**src/rtl/lrb_pkg.sv**
```systemverilog
// Shared types and constants for the link reconnect backoff core.
// Beat layouts for the input and result channels, status codes and register indexes.
// No dependencies.
`timescale 1ns / 1ps

package lrb_pkg;

  localparam int DELAY_BITS = 24;
  localparam int COUNT_BITS = 16;
  localparam int NOW_BITS   = 32;

  localparam logic [COUNT_BITS-1:0] COUNT_MAX = '1;

  // Operation codes carried in the input beat.
  localparam logic OP_POLL  = 1'b0;
  localparam logic OP_START = 1'b1;

  // Link status codes.
  localparam logic [1:0] LS_PENDING   = 2'd0;
  localparam logic [1:0] LS_CONNECTED = 2'd1;
  localparam logic [1:0] LS_FAILED    = 2'd2;
  localparam logic [1:0] LS_NO_NET    = 2'd3;

  // Configuration register indexes.
  localparam logic CFG_BASE_DELAY = 1'b0;
  localparam logic CFG_MAX_DELAY  = 1'b1;

  typedef struct packed {
    logic                op;
    logic [1:0]          link_status;
    logic [NOW_BITS-1:0] now_ms;
  } in_item_t;

  typedef struct packed {
    logic [2:0]            conn_state;
    logic                  issue_connect;
    logic                  retry_scheduled;
    logic                  link_up;
    logic [COUNT_BITS-1:0] retry_count;
  } out_item_t;

endpackage

```
**src/rtl/link_reconnect_backoff_fsm_core.sv**
```systemverilog
// Link connection manager with capped exponential backoff, top level.
// Depends on lrb_pkg for the beat structs, status codes and register indexes.
`timescale 1ns / 1ps

// Every accepted input beat produces exactly one registered result beat. The
// state update is a single pass: one WIDE_BITS-wide add for the retry deadline,
// one wrap-safe subtract for the deadline check and one 25-bit compare for the
// capped doubling, all between the state registers and the result register. A
// new input beat can be accepted every cycle while the skid entry is empty. The
// result side has an output register backed by one skid entry, so an input beat
// is still taken while a result waits on out_stall; in_stall rises only once the
// skid entry is occupied. Configuration registers are written through
// cfg_we, cfg_index and cfg_data and should only change while the block is idle.
module link_reconnect_backoff_fsm_core
  import lrb_pkg::*;
#(
  parameter int TIME_BITS = 32
) (
  input  logic                  clk,
  input  logic                  rst,
  input  logic                  in_valid,
  output logic                  in_stall,
  input  in_item_t              in_data,
  output logic                  out_valid,
  input  logic                  out_stall,
  output out_item_t             out_data,
  input  logic                  cfg_we,
  input  logic                  cfg_index,
  input  logic [DELAY_BITS-1:0] cfg_data
);

  // The deadline sum is formed at a width that holds both the time input and
  // the delay, then reduced modulo 2^TIME_BITS.
  localparam int WIDE_BITS = (TIME_BITS > NOW_BITS) ? TIME_BITS : NOW_BITS;

  typedef enum logic [2:0] {
    ST_IDLE         = 3'd0,
    ST_CONNECTING   = 3'd1,
    ST_CONNECTED    = 3'd2,
    ST_DISCONNECTED = 3'd3,
    ST_FAILED       = 3'd4
  } state_t;

  // Configuration registers.
  logic [DELAY_BITS-1:0] base_delay;
  logic [DELAY_BITS-1:0] max_delay;

  // Connection state.
  state_t                state;
  logic [DELAY_BITS-1:0] retry_delay;
  logic [TIME_BITS-1:0]  retry_deadline;
  logic [COUNT_BITS-1:0] retries;

  state_t                state_next;
  logic [DELAY_BITS-1:0] retry_delay_next;
  logic [TIME_BITS-1:0]  retry_deadline_next;
  logic [COUNT_BITS-1:0] retries_next;

  // Result buffering: output register plus one skid entry.
  out_item_t skid_data;
  logic      skid_valid;
  out_item_t result;

  logic                  accept;
  logic                  out_free;
  logic [TIME_BITS-1:0]  now_t;
  logic [WIDE_BITS-1:0]  deadline_sum;
  logic [TIME_BITS-1:0]  since_deadline;
  logic                  deadline_hit;
  logic [DELAY_BITS:0]   delay_doubled;
  logic [DELAY_BITS-1:0] delay_capped;
  logic [COUNT_BITS-1:0] retries_inc;
  logic                  issue;
  logic                  sched;

  assign in_stall = skid_valid;
  assign accept   = in_valid && !skid_valid;
  assign out_free = !out_valid || !out_stall;

  // Time arithmetic, modulo 2^TIME_BITS.
  assign deadline_sum = WIDE_BITS'(in_data.now_ms) + WIDE_BITS'(retry_delay);
  assign now_t        = TIME_BITS'(WIDE_BITS'(in_data.now_ms));
  // The deadline has passed when now minus deadline has its top bit clear, which
  // stays correct across a wrap of the free-running time.
  assign since_deadline = now_t - retry_deadline;
  assign deadline_hit   = !since_deadline[TIME_BITS-1];

  // Backoff step: double the delay and clamp it at the configured cap.
  assign delay_doubled = {retry_delay, 1'b0};
  assign delay_capped  = (delay_doubled < {1'b0, max_delay}) ?
                         delay_doubled[DELAY_BITS-1:0] : max_delay;
  assign retries_inc   = (retries == COUNT_MAX) ? retries : retries + 1'b1;

  always_comb begin
    state_next          = state;
    retry_delay_next    = retry_delay;
    retry_deadline_next = retry_deadline;
    retries_next        = retries;
    issue               = 1'b0;
    sched               = 1'b0;

    if (in_data.op == OP_START) begin
      // A start restarts the backoff from any state and connects at once.
      state_next       = ST_CONNECTING;
      retry_delay_next = base_delay;
      retries_next     = '0;
      issue            = 1'b1;
    end else begin
      case (state)
        ST_CONNECTING: begin
          if (in_data.link_status == LS_CONNECTED) begin
            state_next       = ST_CONNECTED;
            retry_delay_next = base_delay;
            retries_next     = '0;
          end else if (in_data.link_status == LS_FAILED ||
                       in_data.link_status == LS_NO_NET) begin
            state_next          = ST_FAILED;
            retries_next        = retries_inc;
            retry_deadline_next = deadline_sum[TIME_BITS-1:0];
            retry_delay_next    = delay_capped;
            sched               = 1'b1;
          end
        end
        ST_CONNECTED: begin
          if (in_data.link_status != LS_CONNECTED) begin
            state_next          = ST_DISCONNECTED;
            retries_next        = retries_inc;
            retry_deadline_next = deadline_sum[TIME_BITS-1:0];
            retry_delay_next    = delay_capped;
            sched               = 1'b1;
          end
        end
        ST_DISCONNECTED, ST_FAILED: begin
          if (deadline_hit) begin
            state_next = ST_CONNECTING;
            issue      = 1'b1;
          end
        end
        default: begin
          // Idle: polls leave everything unchanged.
        end
      endcase
    end

    result.conn_state      = 3'(state_next);
    result.issue_connect   = issue;
    result.retry_scheduled = sched;
    result.link_up         = (state_next == ST_CONNECTED) &&
                             (in_data.link_status == LS_CONNECTED);
    result.retry_count     = retries_next;
  end

  always_ff @(posedge clk) begin
    if (rst) begin
      base_delay     <= DELAY_BITS'(1000);
      max_delay      <= DELAY_BITS'(60000);
      state          <= ST_IDLE;
      retry_delay    <= '0;
      retry_deadline <= '0;
      retries        <= '0;
      out_valid      <= 1'b0;
      skid_valid     <= 1'b0;
    end else begin
      if (cfg_we) begin
        case (cfg_index)
          CFG_BASE_DELAY: base_delay <= cfg_data;
          CFG_MAX_DELAY:  max_delay  <= cfg_data;
          default: begin
          end
        endcase
      end

      if (accept) begin
        state          <= state_next;
        retry_delay    <= retry_delay_next;
        retry_deadline <= retry_deadline_next;
        retries        <= retries_next;
      end

      if (out_free) begin
        // The output register moves on: refill it from the skid entry first,
        // otherwise from the beat accepted this cycle.
        if (skid_valid) begin
          out_data   <= skid_data;
          out_valid  <= 1'b1;
          skid_valid <= 1'b0;
        end else if (accept) begin
          out_data  <= result;
          out_valid <= 1'b1;
        end else begin
          out_valid <= 1'b0;
        end
      end else if (accept) begin
        // The output is held, so park the new result in the skid entry.
        skid_data  <= result;
        skid_valid <= 1'b1;
      end
    end
  end

endmodule
```
**config.mk**
```make
export PLATFORM = sky130hd
export DESIGN_NAME = link_reconnect_backoff_fsm_core
export DESIGN_NICKNAME = d
export VERILOG_FILES = /design/src/rtl/lrb_pkg.sv /design/src/rtl/link_reconnect_backoff_fsm_core.sv
export SDC_FILE = /design/constraint.sdc
export NUM_CORES = 1
export LEC_CHECK = 0
export BUFFER_PORTS_ARGS = -buffer_cell sky130_fd_sc_hd__buf_2
export CAP_MARGIN = 20
export CORE_MARGIN = 1.5
export CORE_UTILIZATION = 35
export DETAILED_ROUTE_END_ITERATION = 16
export PLACE_DENSITY = 0.64
export SETUP_SLACK_MARGIN = 0.3
export SYNTH_ARGS = -nofsm -noshare
export SYNTH_HDL_FRONTEND = slang
export SYNTH_SLANG_ARGS = --single-unit
```
**constraint.sdc**
```tcl
create_clock -name clk -period 4.4 [get_ports clk]
set_input_delay 0.66 -clock clk [delete_from_list [all_inputs] [get_ports clk]]
set_output_delay 0.66 -clock clk [all_outputs]
set_load 0.02 [all_outputs]
```
==> out/summary.txt, run 1 <==
Post-CTS setup buffers -> 0
Clock root buffer -> clkbuf_16
Core Region -> 26800 µm²
Status -> complete, no violations
Worst Skew -> 13.5 ps
Share of cells above drive strength 1 -> 0.155
Final Slew Violations -> 0
Final setup violating endpoints -> 0
Die Span Y -> 168 µm
Worst-Margin Slew -> 1030 ps
Post-route core utilization -> 0.406
P per Cell Area -> 341 nW/µm²
Total GRT Usage -> 0.171
Antenna diodes -> 0
Initial core utilization -> 0.355
Cell leakage power -> 4.36 nW
Hold buffers post-CTS -> 0
Skew-Pair Late Insertion Delay -> 430 ps
Peak supply drop -> 159 µV
RD Place Congestion -> 0.887
Layout area overhead -> 14.3%
Most area-consuming cells after synthesis -> dfxtp_1 (26%), edfxtp_1 (14%), ha_1 (10%), nand2_1 (7.9%), a21oi_1 (5.6%)
Vias in the first global route -> 7589
DR iter-0 viols -> 569
Power, Total -> 3.71 mW
Number of nets in the layout -> 1294
CTS tree -> yes
Fillers -> 2636
Post-synthesis sequential area ratio -> 0.402
Crit path required time -> 4740 ps
Hold slack -> 447 ps
CP Max Fanout -> 7
First-pass GRT wire length -> 38800 µm
Worst Hold Class -> in -> reg
Yosys reg bits -> 169
Max Root-Sink Buffers -> 2
Syn. warnings -> 0
Clock transition at path regs -> 70 ps
CP Class -> reg -> reg
Unrepaired setup endpoints after global routing -> no
Cells after Synth -> 1083
Distinct cells, synth -> 77
Normalized max-slew margin -> 0.311
Mapped Area -> 9510 µm²
DRT Pass-1 Iters -> 5
GRT Residual Overflow -> 0
Post-synth EDFFs -> 44
IO Pins -> 89
Maxcap violations -> 0
Tmin final -> 3160 ps
Largest net degree at the start of global routing -> 77
Arrival @ worst endpoint -> 3500 ps
Period Utilization, post-route -> 0.718
Routed via count -> 7984
Worst setup SP type -> register
Setup TNS -> 0 ps
Syn nets -> 1227
H-Tree Depth -> 4
DP HPWL -> 16600 µm
Port bufs -> 88
Share of the synthesized area in the top cell type -> 0.263
Post-DR vias/cell -> 5.31
Most used DFF post-synth -> dfxtp_1
Avg Inst Size Synth -> 8.78 µm²
Hold Vio Cnt, Final -> 0
Number of remaining DRC errors -> 0
Final ANT Viol Nets -> 0
Post-synth top area cell -> dfxtp_1
Post-CTS resize count -> 0
Rows -> 60
DIE AREA -> 28200 µm²
Routed WL per cell -> 15.7 µm
Async SR Flop Fraction -> 0
# clock sinks -> 169
Fmax -> 317 MHz
Detailed-route wire length -> 23700 µm
CTS Buf Count -> 17
Initial antenna violation count -> 0
Die Wd -> 168 µm
Worst Setup End Kind -> register
## report_power, final
group	leakage [nW]	total (mW)	internal [mW]	switching [mW]
clock	0.305	1.58	0.881	0.703
combinational	2.63	0.437	0.173	0.264
sequential	1.42	1.68	1.64	0.0409
total	4.36	3.71	2.70	1.01
## layout make-up
cell class | count | area (µm²) | share of cell area
Sequential cell | 169 | 3820 | 0.352
Inverter | 66 | 253 | 0.0233
Multi-Input combinational cell | 794 | 5200 | 0.478
Clock inverter | 14 | 173 | 0.0159
Tap cell | 341 | 427 | 0.0393
Clock buffer | 18 | 439 | 0.0404
Timing Repair Buffer | 102 | 556 | 0.0511
## synth_stat cells (3+ instances only)
master / instances
nand2_1: 201
dfxtp_1: 125
a21oi_1: 107
ha_1: 78
nor2_1: 68
inv_1: 64
edfxtp_1: 44
clkbuf_1: 41
o21ai_0: 37
a21o_1: 24
a221o_1: 24
a22o_1: 24
nand3_1: 18
mux2_2: 17
nor3_1: 17
xnor2_1: 16
a211oi_1: 15
nand3b_1: 15
nand4_1: 13
nand2b_1: 9
o21a_1: 9
xor2_1: 9
and3_1: 7
nor2b_1: 7
or3_1: 6
a311oi_1: 5
and4_1: 5
o31ai_1: 5
buf_1: 4
buf_2: 4
buf_6: 4
a2111oi_0: 3
a311oi_2: 3
a31oi_1: 3
and2_1: 3
or2_2: 3
## metrics by stage
| step | cell area, µm² | setup WS (ps) | cells |
|---|---|---|---|
| after floorplan | 9510 | 1080 | 1083 |
| after global placement | 10200 | 1020 | 1471 |
| after detailed placement | 10200 | 988 | 1471 |
| after CTS | 10900 | 1260 | 1503 |
| after global routing | 10900 | 1100 | 1504 |
| final | 10900 | 1240 | 1504 |
## final timing paths
path | cells after the start | startpoint | slack, ps | endpoint
setup / recovery | 12 | retry_delay[0] | 1240 | retry_deadline[26]
hold reg to reg | 2 | retry_deadline[21] | 450 | retry_deadline[21]
setup reg to reg | 12 | retry_delay[0] | 1240 | retry_deadline[26]
hold / removal | 3 | cfg_data[9] | 450 | max_delay[9]
## critical path: stages, from the launching register on
cell and delay, ps:
dfxtp_1 440, ha_1 230, inv_1 60, fa_1 410
nor2b_2 160, o31ai_1 100, a21oi_2 240, a221oi_2 130
o31a_4 370, o21ai_4 190, a31oi_4 140, or3_1 350
a311oi_2 240
## kinds of logic (layout without fill, tap and decap cells)
logic type      count (synthesis)  in the layout  synth area share
compound gates                288            288             0.211
xor+xnor                       25             25            0.0230
fa+ha+maj                      79             79             0.105
buf+inv                       120            200            0.0520
flops                         169            169             0.402
mux                            17             17            0.0201
simple gates                  385            385             0.187
## layer usage
layer / wire (µm) / part of all wire / GRT usage
met1: 11000 / 0.46 / 0.219
met2: 10900 / 0.46 / 0.282
met4: 780 / 0.033 / 0.0772
met5: 0 / 0 / 0
met3: 998 / 0.042 / 0.0289
## layout by cell type (no fill, tap or decap), drive strengths merged, types with 13 or more instances in the layout
cell    count
a211oi     16
a21o       24
a21oi     109
a221o      24
a22o       24
buf       102
clkbuf     18
dfxtp     125
edfxtp     44
ha         78
inv        76
mux2       17
nand2     202
nand3      18
nand3b     15
nand4      13
nor2       70
nor3       18
o21ai      39
xnor2      16
## sequential cells by signal, indices dropped and copies added (netlist names)
signal          count
state               3
in_stall            1
retry_deadline     32
out_valid           1
retry_delay        24
retries            16
skid_data          22
max_delay          24
out_data           22
base_delay         24
Power figures use the tool's default switching activity.
==> inputs of run 2 (changes only) <==
clock period = 3 ns   (was 4.4 ns; I/O delays follow)
==> run 2 against run 1 <==
Setup slack got worse by 1100 ps. Cell area rose by 5.4%. Combinational power increased by 63%. Non-clock buffer count rose by 44. Routed wire length rose by 1.3%. Critical path type unchanged. Total power up 44%. Sequential share of layout area shrank 1.6 points. Flip-flop and latch count stayed put. Clock-buffer cell count down 1. Highest routed layer unchanged.
==> out/summary.txt, run 2 (synthesis results as in run 1) <==
Status -> complete, no violations
P per Cell Area -> 467 nW/µm² (+37%)
Largest reg by FF count -> retry_deadline
Final setup violating endpoints -> 0 (unchanged)
# clock sinks -> 169 (unchanged)
Peak supply drop -> 245 µV (+54%)
CTS tree -> yes
Layout area overhead -> 20.5%
Post-DR vias/cell -> 5.25 (-1.0%)
DP HPWL -> 16600 µm (about the same)
Worst-Margin Slew -> 1080 ps (+49.3 ps)
Hold Vio Cnt, Final -> 0 (unchanged)
Skew-Pair Late Insertion Delay -> 430 ps (about the same)
Core Region -> 26800 µm² (unchanged)
Hold buffers post-CTS -> 0 (unchanged)
CP Cell Sequence -> ha_4 > inv_2 > fa_2 > nor2b_4 > o31ai_2 > a21oi_2 > a221oi_2 > o31a_4 > o21ai_4 > a31oi_4 > or3_1 > a311oi_2
Worst Skew -> 9.95 ps (-3.57 ps)
Die Span Y -> 168 µm (unchanged)
DIE AREA -> 28200 µm² (unchanged)
Crit-path slowest cell -> or3_1
Rows -> 60 (unchanged)
Worst Hold Class -> in -> reg
Commonest cells after routing, fill and taps aside -> nand2_1 (201), dfxtp_1 (110), a21oi_1 (100)
Hold slack -> 234 ps (-213 ps)
Routed WL per cell -> 15.5 µm (-1.6%)
CTS Buf Count -> 17 (unchanged)
Commonest non-fill, non-tap cell in the layout -> nand2_1
Number of nets in the layout -> 1338 (+3.4%)
CP max stage delay -> 400 ps (-40 ps)
Cell leakage power -> 4.60 nW (+5.5%)
Fillers -> 2617 (-0.72%)
Number of remaining DRC errors -> 0 (unchanged)
Share of cells above drive strength 1 -> 0.225 (+0.0706)
Arrival @ worst endpoint -> 3170 ps (-330 ps)
Antenna diodes -> 0 (unchanged)
GRT Residual Overflow -> 0 (unchanged)
Post-route core utilization -> 0.427 (+0.0219)
Normalized max-slew margin -> 0.278 (-0.0329)
First-pass GRT wire length -> 38700 µm (-0.18%)
Max reg flops -> 32 (unchanged)
H-Tree Depth -> 4 (unchanged)
Crit path required time -> 3340 ps (-1400 ps)
Initial antenna violation count -> 0 (unchanged)
Tmin final -> 2820 ps (-335 ps)
Final ANT Viol Nets -> 0 (unchanged)
Die Wd -> 168 µm (unchanged)
Worst setup SP type -> register
Maxcap violations -> 0 (unchanged)
Initial core utilization -> 0.355 (unchanged)
Largest net degree at the start of global routing -> 94 (+22%)
Max Root-Sink Buffers -> 2 (unchanged)
Clock root buffer -> clkbuf_16
Detailed-route wire length -> 24000 µm (+1.3%)
DRT Pass-1 Iters -> 5 (unchanged)
Port bufs -> 88 (unchanged)
CP Max Fanout -> 7 (unchanged)
Fmax -> 354 MHz (+12%)
RD Place Congestion -> 0.827 (-6.7%)
Clock transition at path regs -> 70 ps (about the same)
Worst Setup End Kind -> register
IO Pins -> 89 (unchanged)
CP Class -> reg -> reg
Period Utilization, post-route -> 0.942 (+0.224)
Final Slew Violations -> 0 (unchanged)
Vias in the first global route -> 7621 (+0.42%)
Routed via count -> 8132 (+1.9%)
Unrepaired setup endpoints after global routing -> yes
Total GRT Usage -> 0.171 (-0.000297)
DR iter-0 viols -> 458 (-20%)
[run 2: cell type report]
| type | count | area, µm² | share of cell area |
|---|---|---|---|
| Multi-Input combinational cell | 794 | 5410 | 0.472 |
| Sequential cell | 169 | 3850 | 0.336 |
| Timing Repair Buffer | 146 | 942 | 0.0822 |
| Tap cell | 341 | 427 | 0.0372 |
| Clock buffer | 17 | 425 | 0.0371 |
| Inverter | 66 | 253 | 0.0221 |
| Clock inverter | 15 | 151 | 0.0132 |
[run 2: worst max-delay path, delay by kind of cell, from the launching register on]
kind	cells	cell delay [ps]
AO/OA/AOI/OAI	7	1230
AND/OR/NAND/NOR	2	550
adder cells (fa/ha/maj)	2	530
flip-flops	1	380
buffers and inverters	1	40
[run 2: report_power, final]
part           internal [mW]  switching (mW)
Clock                   1.11            1.06
Sequential              2.41          0.0615
Combinational          0.302           0.409
Total                   3.82            1.53
[run 2: worst paths after layout]
path / startpoint / to / slack [ps] / depth (start not counted)
hold reg to reg: retry_deadline[18] / retry_deadline[18] / 450 / 2
hold / removal: cfg_data[3] / base_delay[3] / 230 / 3
setup reg to reg: retry_delay[0] / retry_deadline[30] / 180 / 12
setup / recovery: retry_delay[0] / retry_deadline[30] / 180 / 12
[run 2: through the flow]
stage | cells | setup TNS (ps) | worst slack, ps | total power [mW] | instance area [µm²]
floorplan | 1083 | 0 | 276 | 2.95 | 9540
global placement | 1493 | -577 | -184 | 3.17 | 10500
detailed placement | 1493 | -825 | -222 | 3.18 | 10500
CTS | 1542 | 0 | 223 | 5.38 | 11300
global route | 1548 | 0 | 60.3 | 5.60 | 11500
finish | 1548 | 0 | 175 | 5.35 | 11500
[run 2: what timing repair did]
| item | in CTS | in global routing |
|---|---|---|
| buffers inserted | 15 | 6 |
| endpoints found under the setup margin | 42 | 44 |
| gates cloned | 2 | 0 |
| resized for setup | 29 | 42 |
| pin swaps | 18 | 24 |
[run 2: per-layer routing]
layer / global-route usage / wire, µm / share of wire / up-vias
li1: - / - / - / 4076
met1: 0.222 / 11000 / 0.46 / 3826
met2: 0.283 / 11200 / 0.47 / 197
met3: 0.0275 / 1050 / 0.044 / 33
met4: 0.0682 / 681 / 0.028 / 0
met5: 0 / 0 / 0 / -
